<file path="src/design/jtc_pkg.sv">
// Shared types and constants for the jump table with cover query.
package jtc_pkg;

    localparam int BUCKETS  = 16;
    localparam int CAPACITY = 64;

    localparam int PTR_W  = 7;
    localparam int BKT_W  = (BUCKETS > 1) ? $clog2(BUCKETS) : 1;
    localparam int ADDR_W = (CAPACITY > 1) ? $clog2(CAPACITY) : 1;
    localparam int CNT_W  = $clog2(CAPACITY + 1);

    localparam logic [PTR_W-1:0] NIL = '1;

    localparam logic [1:0] ACT_INSERT = 2'd0;
    localparam logic [1:0] ACT_GET    = 2'd1;
    localparam logic [1:0] ACT_FIND   = 2'd2;
    localparam logic [1:0] ACT_NONE   = 2'd3;

    localparam logic [1:0] ST_OK      = 2'd0;
    localparam logic [1:0] ST_NOMATCH = 2'd1;
    localparam logic [1:0] ST_FULL    = 2'd2;

    typedef logic [PTR_W-1:0]  ptr_t;
    typedef logic [BKT_W-1:0]  bkt_t;
    typedef logic [ADDR_W-1:0] addr_t;
    typedef logic [CNT_W-1:0]  cnt_t;

    typedef struct packed {
        logic [1:0]  action;
        logic [15:0] key;
        logic [15:0] jump_source;
        logic [15:0] jump_target;
        logic        backward;
    } jtc_cmd_t;

    typedef struct packed {
        logic [1:0]  status;
        logic [15:0] found_key;
        logic [15:0] found_source;
        logic [15:0] found_target;
        logic        found_backward;
        logic        last;
    } jtc_result_t;

    typedef struct packed {
        logic [15:0] key;
        logic [15:0] source;
        logic [15:0] target;
        logic        backward;
    } jtc_rec_t;

    typedef struct packed {
        jtc_rec_t rec;
        ptr_t     link;
    } jtc_entry_t;

    localparam int ENTRY_W = $bits(jtc_entry_t);

    typedef struct packed {
        logic we;
        bkt_t waddr;
        ptr_t wdata;
        bkt_t raddr;
    } head_cmd_t;

    typedef struct packed {
        logic       we;
        addr_t      waddr;
        jtc_entry_t wdata;
        addr_t      raddr;
    } entry_cmd_t;

    typedef enum logic [2:0] {
        S_IDLE,
        S_INS,
        S_GET_HEAD,
        S_GET_ENT,
        S_FIND_HEAD,
        S_FIND_ENT,
        S_FIND_DONE
    } jtc_state_t;

endpackage

</file>
<file path="src/design/jtc_ram.sv">
// Generic single-write, single-read RAM with registered read data.
module jtc_ram #(
    parameter int DEPTH = 16,
    parameter int WIDTH = 8
) (
    input  logic                                       clk,
    input  logic                                       we,
    input  logic [((DEPTH > 1) ? $clog2(DEPTH) : 1)-1:0] waddr,
    input  logic [WIDTH-1:0]                           wdata,
    input  logic [((DEPTH > 1) ? $clog2(DEPTH) : 1)-1:0] raddr,
    output logic [WIDTH-1:0]                           rdata
);

    logic [WIDTH-1:0] mem [DEPTH];
    logic [WIDTH-1:0] rdata_reg;

    always_ff @(posedge clk)
    begin
        if (we)
        begin
            mem[waddr] <= wdata;
        end
        rdata_reg <= mem[raddr];
    end

    assign rdata = rdata_reg;

endmodule

</file>
<file path="src/design/jtc_heads.sv">
// Bucket head table: RAM plus per-bucket valid bits so reset reads as null.
module jtc_heads (
    input  logic               clk,
    input  logic               rst_n,
    input  jtc_pkg::head_cmd_t head_cmd,
    output jtc_pkg::ptr_t      head_ptr
);
    import jtc_pkg::*;

    logic [BUCKETS-1:0] valid_reg;
    logic               rd_valid_reg;
    ptr_t               rdata;

    jtc_ram #(
        .DEPTH (BUCKETS),
        .WIDTH (PTR_W)
    ) u_ram (
        .clk   (clk),
        .we    (head_cmd.we),
        .waddr (head_cmd.waddr),
        .wdata (head_cmd.wdata),
        .raddr (head_cmd.raddr),
        .rdata (rdata)
    );

    always_ff @(posedge clk or negedge rst_n)
    begin
        if (!rst_n)
        begin
            valid_reg    <= '0;
            rd_valid_reg <= 1'b0;
        end
        else
        begin
            if (head_cmd.we)
            begin
                valid_reg[head_cmd.waddr] <= 1'b1;
            end
            rd_valid_reg <= valid_reg[head_cmd.raddr];
        end
    end

    assign head_ptr = rd_valid_reg ? rdata : NIL;

endmodule

</file>
<file path="src/design/jtc_ctrl.sv">
// Sequencer: insert, chain walk for get, bucket-by-bucket scan for cover query.
module jtc_ctrl (
    input  logic                 clk,
    input  logic                 rst_n,
    input  logic                 start,
    input  jtc_pkg::jtc_cmd_t    cmd,
    output logic                 busy,
    output jtc_pkg::head_cmd_t   head_cmd,
    input  jtc_pkg::ptr_t        head_ptr,
    output jtc_pkg::entry_cmd_t  entry_cmd,
    input  jtc_pkg::jtc_entry_t  entry_rd,
    output logic                 strobe,
    output jtc_pkg::jtc_result_t result
);
    import jtc_pkg::*;

    jtc_state_t  state_reg, state_next;
    jtc_cmd_t    cmd_reg, cmd_next;
    cnt_t        count_reg, count_next;
    bkt_t        bkt_reg, bkt_next;
    logic        pend_valid_reg, pend_valid_next;
    jtc_rec_t    pend_reg, pend_next;
    logic        strobe_reg, strobe_next;
    jtc_result_t result_reg, result_next;

    bkt_t        bucket_in;
    bkt_t        bucket_cmd;
    ptr_t        np;
    logic        key_hit;
    logic        span_hit;
    logic        bkt_last;
    logic        full;

    function automatic jtc_result_t make_result(logic [1:0] st, jtc_rec_t rec, logic lst);
        jtc_result_t r;
        r.status         = st;
        r.found_key      = rec.key;
        r.found_source   = rec.source;
        r.found_target   = rec.target;
        r.found_backward = rec.backward;
        r.last           = lst;
        return r;
    endfunction

    assign bucket_in  = BKT_W'(cmd.key % 16'(BUCKETS));
    assign bucket_cmd = BKT_W'(cmd_reg.key % 16'(BUCKETS));
    assign np         = (state_reg == S_GET_ENT || state_reg == S_FIND_ENT) ?
                        entry_rd.link : head_ptr;
    assign key_hit    = (entry_rd.rec.key == cmd_reg.key);
    // forward span, or reverse span on a record marked backward
    assign span_hit   = ((cmd_reg.key >= entry_rd.rec.source) &&
                         (cmd_reg.key <= entry_rd.rec.target)) ||
                        ((cmd_reg.key <= entry_rd.rec.source) &&
                         (cmd_reg.key >= entry_rd.rec.target) && entry_rd.rec.backward);
    assign bkt_last   = (bkt_reg == BKT_W'(BUCKETS - 1));
    assign full       = (count_reg >= CNT_W'(CAPACITY));

    always_ff @(posedge clk or negedge rst_n)
    begin
        if (!rst_n)
        begin
            state_reg      <= S_IDLE;
            count_reg      <= '0;
            bkt_reg        <= '0;
            pend_valid_reg <= 1'b0;
            strobe_reg     <= 1'b0;
        end
        else
        begin
            state_reg      <= state_next;
            count_reg      <= count_next;
            bkt_reg        <= bkt_next;
            pend_valid_reg <= pend_valid_next;
            strobe_reg     <= strobe_next;
        end
    end

    always_ff @(posedge clk)
    begin
        cmd_reg    <= cmd_next;
        pend_reg   <= pend_next;
        result_reg <= result_next;
    end

    always_comb
    begin
        state_next      = state_reg;
        cmd_next        = cmd_reg;
        count_next      = count_reg;
        bkt_next        = bkt_reg;
        pend_valid_next = pend_valid_reg;
        pend_next       = pend_reg;
        strobe_next     = 1'b0;
        result_next     = '0;
        head_cmd        = '0;
        entry_cmd       = '0;

        unique case (state_reg)
            S_IDLE:
            begin
                if (start)
                begin
                    cmd_next = cmd;
                    unique case (cmd.action)
                        ACT_INSERT:
                        begin
                            if (full)
                            begin
                                strobe_next = 1'b1;
                                result_next = make_result(ST_FULL, '0, 1'b1);
                            end
                            else
                            begin
                                head_cmd.raddr = bucket_in;
                                state_next     = S_INS;
                            end
                        end
                        ACT_GET:
                        begin
                            head_cmd.raddr = bucket_in;
                            state_next     = S_GET_HEAD;
                        end
                        ACT_FIND:
                        begin
                            head_cmd.raddr  = '0;
                            bkt_next        = '0;
                            pend_valid_next = 1'b0;
                            state_next      = S_FIND_HEAD;
                        end
                        default:
                        begin
                        end
                    endcase
                end
            end

            S_INS:
            begin
                entry_cmd.we         = 1'b1;
                entry_cmd.waddr      = count_reg[ADDR_W-1:0];
                entry_cmd.wdata.rec  = '{key: cmd_reg.key, source: cmd_reg.jump_source,
                                         target: cmd_reg.jump_target,
                                         backward: cmd_reg.backward};
                entry_cmd.wdata.link = head_ptr;
                head_cmd.we          = 1'b1;
                head_cmd.waddr       = bucket_cmd;
                head_cmd.wdata       = PTR_W'(count_reg);
                count_next           = count_reg + 1'b1;
                strobe_next          = 1'b1;
                result_next          = make_result(ST_OK, '0, 1'b1);
                state_next           = S_IDLE;
            end

            S_GET_HEAD, S_GET_ENT:
            begin
                if (state_reg == S_GET_ENT && key_hit)
                begin
                    strobe_next = 1'b1;
                    result_next = make_result(ST_OK, entry_rd.rec, 1'b1);
                    state_next  = S_IDLE;
                end
                else if (np == NIL)
                begin
                    strobe_next = 1'b1;
                    result_next = make_result(ST_NOMATCH, '0, 1'b1);
                    state_next  = S_IDLE;
                end
                else
                begin
                    entry_cmd.raddr = np[ADDR_W-1:0];
                    state_next      = S_GET_ENT;
                end
            end

            S_FIND_HEAD, S_FIND_ENT:
            begin
                // hold the newest match back one step so the final one can carry last
                if (state_reg == S_FIND_ENT && span_hit)
                begin
                    if (pend_valid_reg)
                    begin
                        strobe_next = 1'b1;
                        result_next = make_result(ST_OK, pend_reg, 1'b0);
                    end
                    pend_next       = entry_rd.rec;
                    pend_valid_next = 1'b1;
                end
                if (np != NIL)
                begin
                    entry_cmd.raddr = np[ADDR_W-1:0];
                    state_next      = S_FIND_ENT;
                end
                else if (bkt_last)
                begin
                    state_next = S_FIND_DONE;
                end
                else
                begin
                    bkt_next       = bkt_reg + 1'b1;
                    head_cmd.raddr = bkt_reg + 1'b1;
                    state_next     = S_FIND_HEAD;
                end
            end

            S_FIND_DONE:
            begin
                strobe_next = 1'b1;
                if (pend_valid_reg)
                begin
                    result_next = make_result(ST_OK, pend_reg, 1'b1);
                end
                else
                begin
                    result_next = make_result(ST_NOMATCH, '0, 1'b1);
                end
                pend_valid_next = 1'b0;
                state_next      = S_IDLE;
            end

            default:
            begin
                state_next = S_IDLE;
            end
        endcase
    end

    assign busy   = (state_reg != S_IDLE);
    assign strobe = strobe_reg;
    assign result = result_reg;

endmodule

</file>
<file path="src/design/jump_table_with_cover_query_unit.sv">
// Top level: hash table of jump records with chained buckets and cover query.
// Insert: the result is registered out of S_INS, or straight from idle when the store is full.
// Get walks the key's bucket chain; find walks every bucket's chain in turn, then S_FIND_DONE.
// Each step waits on one registered head or record RAM read, so walks are serial.
// busy drops as the final result goes out; the next transfer can land that cycle.
// Reset clears head valid bits and the record count at once; no clearing pass.
module jump_table_with_cover_query_unit (
    input  logic                 clk,
    input  logic                 rst_n,
    input  logic                 start,
    input  jtc_pkg::jtc_cmd_t    cmd,
    output logic                 busy,
    output logic                 strobe,
    output jtc_pkg::jtc_result_t result
);
    import jtc_pkg::*;

    head_cmd_t          head_cmd;
    ptr_t               head_ptr;
    entry_cmd_t         entry_cmd;
    logic [ENTRY_W-1:0] entry_raw;
    jtc_entry_t         entry_rd;

    jtc_ctrl u_ctrl (
        .clk       (clk),
        .rst_n     (rst_n),
        .start     (start),
        .cmd       (cmd),
        .busy      (busy),
        .head_cmd  (head_cmd),
        .head_ptr  (head_ptr),
        .entry_cmd (entry_cmd),
        .entry_rd  (entry_rd),
        .strobe    (strobe),
        .result    (result)
    );

    jtc_heads u_heads (
        .clk      (clk),
        .rst_n    (rst_n),
        .head_cmd (head_cmd),
        .head_ptr (head_ptr)
    );

    jtc_ram #(
        .DEPTH (CAPACITY),
        .WIDTH (ENTRY_W)
    ) u_store (
        .clk   (clk),
        .we    (entry_cmd.we),
        .waddr (entry_cmd.waddr),
        .wdata (entry_cmd.wdata),
        .raddr (entry_cmd.raddr),
        .rdata (entry_raw)
    );

    assign entry_rd = jtc_entry_t'(entry_raw);

endmodule

</file>
<file path="config.mk">
export PLATFORM = sky130hd
export DESIGN_NAME = jump_table_with_cover_query_unit
export DESIGN_NICKNAME = d
export VERILOG_FILES = /design/src/design/jtc_pkg.sv /design/src/design/jtc_ram.sv /design/src/design/jtc_heads.sv /design/src/design/jtc_ctrl.sv /design/src/design/jump_table_with_cover_query_unit.sv
export SDC_FILE = /design/constraint.sdc
export NUM_CORES = 2
export LEC_CHECK = 0
export BUFFER_PORTS_ARGS = -buffer_cell sky130_fd_sc_hd__buf_2
export CORE_AREA = 10 10 673 675
export CTS_BUF_LIST = sky130_fd_sc_hd__clkbuf_2
export CTS_CLUSTER_SIZE = 12
export DETAILED_ROUTE_END_ITERATION = 12
export DIE_AREA = 0 0 683 685
export PLACE_DENSITY = 0.57
export SLEW_MARGIN = 20
export SYNTH_ARGS = -nofsm -noshare
export SYNTH_HDL_FRONTEND = slang
export SYNTH_SLANG_ARGS = --single-unit
export TNS_END_PERCENT = 20
</file>
<file path="constraint.sdc">
create_clock -name clk -period 13.9 [get_ports clk]
set_input_delay 4.17 -clock clk [delete_from_list [all_inputs] [get_ports clk]]
set_output_delay 4.17 -clock clk [all_outputs]
set_load 0.01 [all_outputs]
</file>
==> reports/metrics.csv <==
stage,metric,value,unit
place,buffer_ports.inserted,107,
die,top_level_ports,108,
detailed_routing,drtIter0Drc,14339,
clock_network,cts_tree,yes,
detailed_routing,postRouteAntennaNets,0,
global_routing,antenna_found_initial,29,
pwr,swShare,29.0,%
cells_and_area,syn2layout_area_growth,11.3,%
synth,synth_cell_types,75,
cells_and_area,layout-drive-gt1-share,19.2,%
global_routing,grt_pass1_wl,736000,microns
pwr,power_frac_seq,56.6,%
sta,fin_skew,0.342,ns
critical_path,rr_endpoint,u_store.rdata[3],
cells_and_area,final_cell_mix,"edfxtp_1, nand2_1, clkbuf_2, a21oi_1, nand3_1",
clock_network,cts_buffers,948,
place,placed_cell_area,161000,sq um
sta,worst_slew_pin_slew,1.26,ns
synth,yosysWarnings,0,
clock_network,clk_latency,2.42,ns
sta,fmax,123,MHz
clock_network,clk_path_buf_depth,4,
sta,maxSlewHeadroom,13.4,%
sta,slew_viol_final,0,
clock_network,cts.sinks,3942,
pwr,combPwrFrac,11.5,%
synth,ys.flop_type,edfxtp_1,
job,max_cap_violations,0,
clock_network,cts_max_level,6,
min_path,min_path_type,reg2reg,
sta,finalHoldViolCount,0,
cells_and_area,nFillCells,41295,
detailed_routing,drc,0,
synth,syn_nets,10340,
synth,syn_area,153000,sq um
die,die_h,685,microns
synth,ys_seq_area_share,76.5,%
pwr,powerDensity,141,nW/um^2
die,rows,244,
synth,synth_top_area_share,74.4,%
synth,async_flop_share,0.837,%
pwr,switching_power,6980,uW
synth,synth_area_per_cell,14.9,sq um
outcome,status,"finished, final reports clean",
sta,rsz0062_at_grt,false,
min_path,holdPathStages,1,
global_routing,grt_max_degree,135,
clock_network,clk_pin_slew,0.12,ns
die,core,440000,sq um
global_routing,grt_pass1_vias,97190,
sta,fin_setup_tns,0,ns
critical_path,rrSetupSlack,6.54,ns
pwr,vdd_drop_max,0.0937,mV
global_routing,grt_overflow_total,0,
synth,synthTopCellsByArea,"edfxtp_1, nand2_1, mux2i_1",
clock_network,cts-resized-gates,0,
critical_path,critPathRequiredTime,9.73,ns
critical_path,path_class,reg2out,
synth,synth_edf_count,3794,
detailed_routing,drt_pre_antenna_iters,8,
synth,synthCells,10245,
die,fp.dieArea,468000,sq um
critical_path,rr_worst_depth,12,
sta,setup_viol,0,
die,initial_core_util,34.8,%
synth,yosys.area.top_type,edfxtp_1,
cells_and_area,final_common_cell,edfxtp_1,
critical_path,arrival,3.95,ns
detailed_routing,num_vias,100269,
critical_path,cp-end-kind,output port,
detailed_routing,avgRoutedWirePerCell,30.3,microns
cells_and_area,final_area,170000,sq um
critical_path,start_kind,register,
clock_network,cts-hold-fix-buffers,0,
min_path,min_from,u_heads.valid_reg[2],
clock_network,cts_root_buffer,clkbuf_2,
pwr,p_leak,0.0590,uW
synth,synth_seq_cells,3942,
sta,whs,0.478,ns
critical_path,crit_fanout,9,
cells_and_area,nets,11012,
detailed_routing,via_per_inst,5.70,
clock_network,cts_setup_buffers,0,
global_routing,grt_usage,21.7,%
min_path,min_to,u_heads.valid_reg[2],
cells_and_area,largest_reg_flops,3584,
sta,fin_crit_sh,58.4,%
detailed_routing,routed_wirelength,532000,microns
sta,layout_min_cycle_time,8.12,ns
place,place.gp.congestion,0.878,
pwr,internal_power,17100,uW
critical_path,reg2reg_from,u_ctrl.state_reg[1],
die,die_w,683,microns
place,dpl.hpwl,290000,microns
pwr,clockPowerShare,31.9,%
## power groups by stage
| stage | logic, uW | clock network [uW] | registers, uW |
|---|---|---|---|
| 3_5_place_dp | 2690 | 0 | 13900 |
| 2_1_floorplan | 1610 | 0 | 13800 |
| 6_report | 2770 | 7680 | 13600 |
| 5_1_grt | 2910 | 8450 | 13600 |
| 3_3_place_gp | 2630 | 0 | 13900 |
| 4_1_cts | 2690 | 7830 | 13600 |
## metal layers
metal  wire length, microns  track usage [%]
met1                 198000             27.9
met2                 244000             34.3
met3                  60900             5.35
met4                  29200             11.2
met5                    105                0
## per-stage QoR
stage | std cells | power, uW | util (%) | setup WS, ns
floorplan | 10245 | 15400 | - | 6.15
global placement | 15860 | 16500 | 36.7 | 6.99
detailed placement | 15866 | 16600 | 36.7 | 6.96
CTS | 17557 | 24100 | 38.7 | 5.73
global route | 17571 | 25000 | 38.7 | 5.70
finish | 17582 | 24100 | 38.7 | 5.78
## critical path, cell delays in order, from the launching register on
cell and delay (ns):
dfrtp_1 0.52, nor3_1 0.63, buf_4 0.28, inv_1 0.04, buf_2 0.13
## Yosys cell counts, types with 7 or more instances
| cell type | number |
|---|---|
| a211o_1 | 19 |
| a211oi_1 | 145 |
| a21oi_1 | 513 |
| a22oi_1 | 41 |
| a311o_1 | 26 |
| a311oi_1 | 135 |
| a31oi_1 | 164 |
| a32oi_1 | 17 |
| and2_1 | 56 |
| and3_1 | 190 |
| buf_1 | 71 |
| buf_2 | 118 |
| buf_4 | 20 |
| clkbuf_1 | 466 |
| dfrtp_1 | 33 |
| dfxtp_1 | 115 |
| edfxtp_1 | 3794 |
| ha_1 | 41 |
| inv_1 | 101 |
| mux2_2 | 68 |
| mux2i_1 | 450 |
| mux4_2 | 58 |
| nand2_1 | 1913 |
| nand3_1 | 460 |
| nand4_1 | 15 |
| nor2_1 | 238 |
| nor2b_1 | 9 |
| nor3_1 | 80 |
| nor4_1 | 43 |
| o21a_1 | 7 |
| o21ai_0 | 183 |
| o21bai_1 | 52 |
| o221a_2 | 17 |
| o221ai_1 | 187 |
| o22ai_1 | 135 |
| o311a_1 | 16 |
| o32ai_1 | 76 |
| o41ai_1 | 38 |
| or2_2 | 19 |
| or3_1 | 10 |
| or4_1 | 17 |
| xnor2_1 | 13 |
| xor2_1 | 12 |
## final cells by class
| type | instances | area [sq um] | share of cell area [%] |
|---|---|---|---|
| Antenna cell | 20 | 50.0 | 0.0294 |
| Clock buffer | 1433 | 7170 | 4.21 |
| Clock inverter | 258 | 1510 | 0.885 |
| Inverter | 102 | 383 | 0.225 |
| Multi-Input combinational cell | 5520 | 33700 | 19.8 |
| Sequential cell | 3942 | 117000 | 68.7 |
| Tap cell | 5904 | 7390 | 4.34 |
| Timing Repair Buffer | 403 | 3040 | 1.78 |
## cell families after synthesis
group | after synthesis | synth area share (%)
adders and majority gates | 41 | 0.335
xor gates and xnor gates | 25 | 0.143
DFF | 3942 | 76.5
AOI/OAI and AO/OA | 1815 | 8.06
and+or+nand+nor | 3063 | 8.59
muxes | 576 | 4.30
buffers and inverters | 783 | 2.09
## how the worst max path moves through the flow
stage	start	to	slack, ns	cells past startpoint
floorplan	u_ctrl.state_reg[1]	u_store.mem[23][0]	6.15	6
global placement	cmd[49]	u_heads.u_ram.rdata[3]	6.99	10
detailed placement	cmd[49]	u_heads.u_ram.rdata[4]	6.96	10
CTS	u_ctrl.state_reg[2]	busy	5.73	4
global route	u_ctrl.state_reg[2]	busy	5.70	4
finish	u_ctrl.state_reg[2]	busy	5.78	4
(Power assumes the default switching activity.)
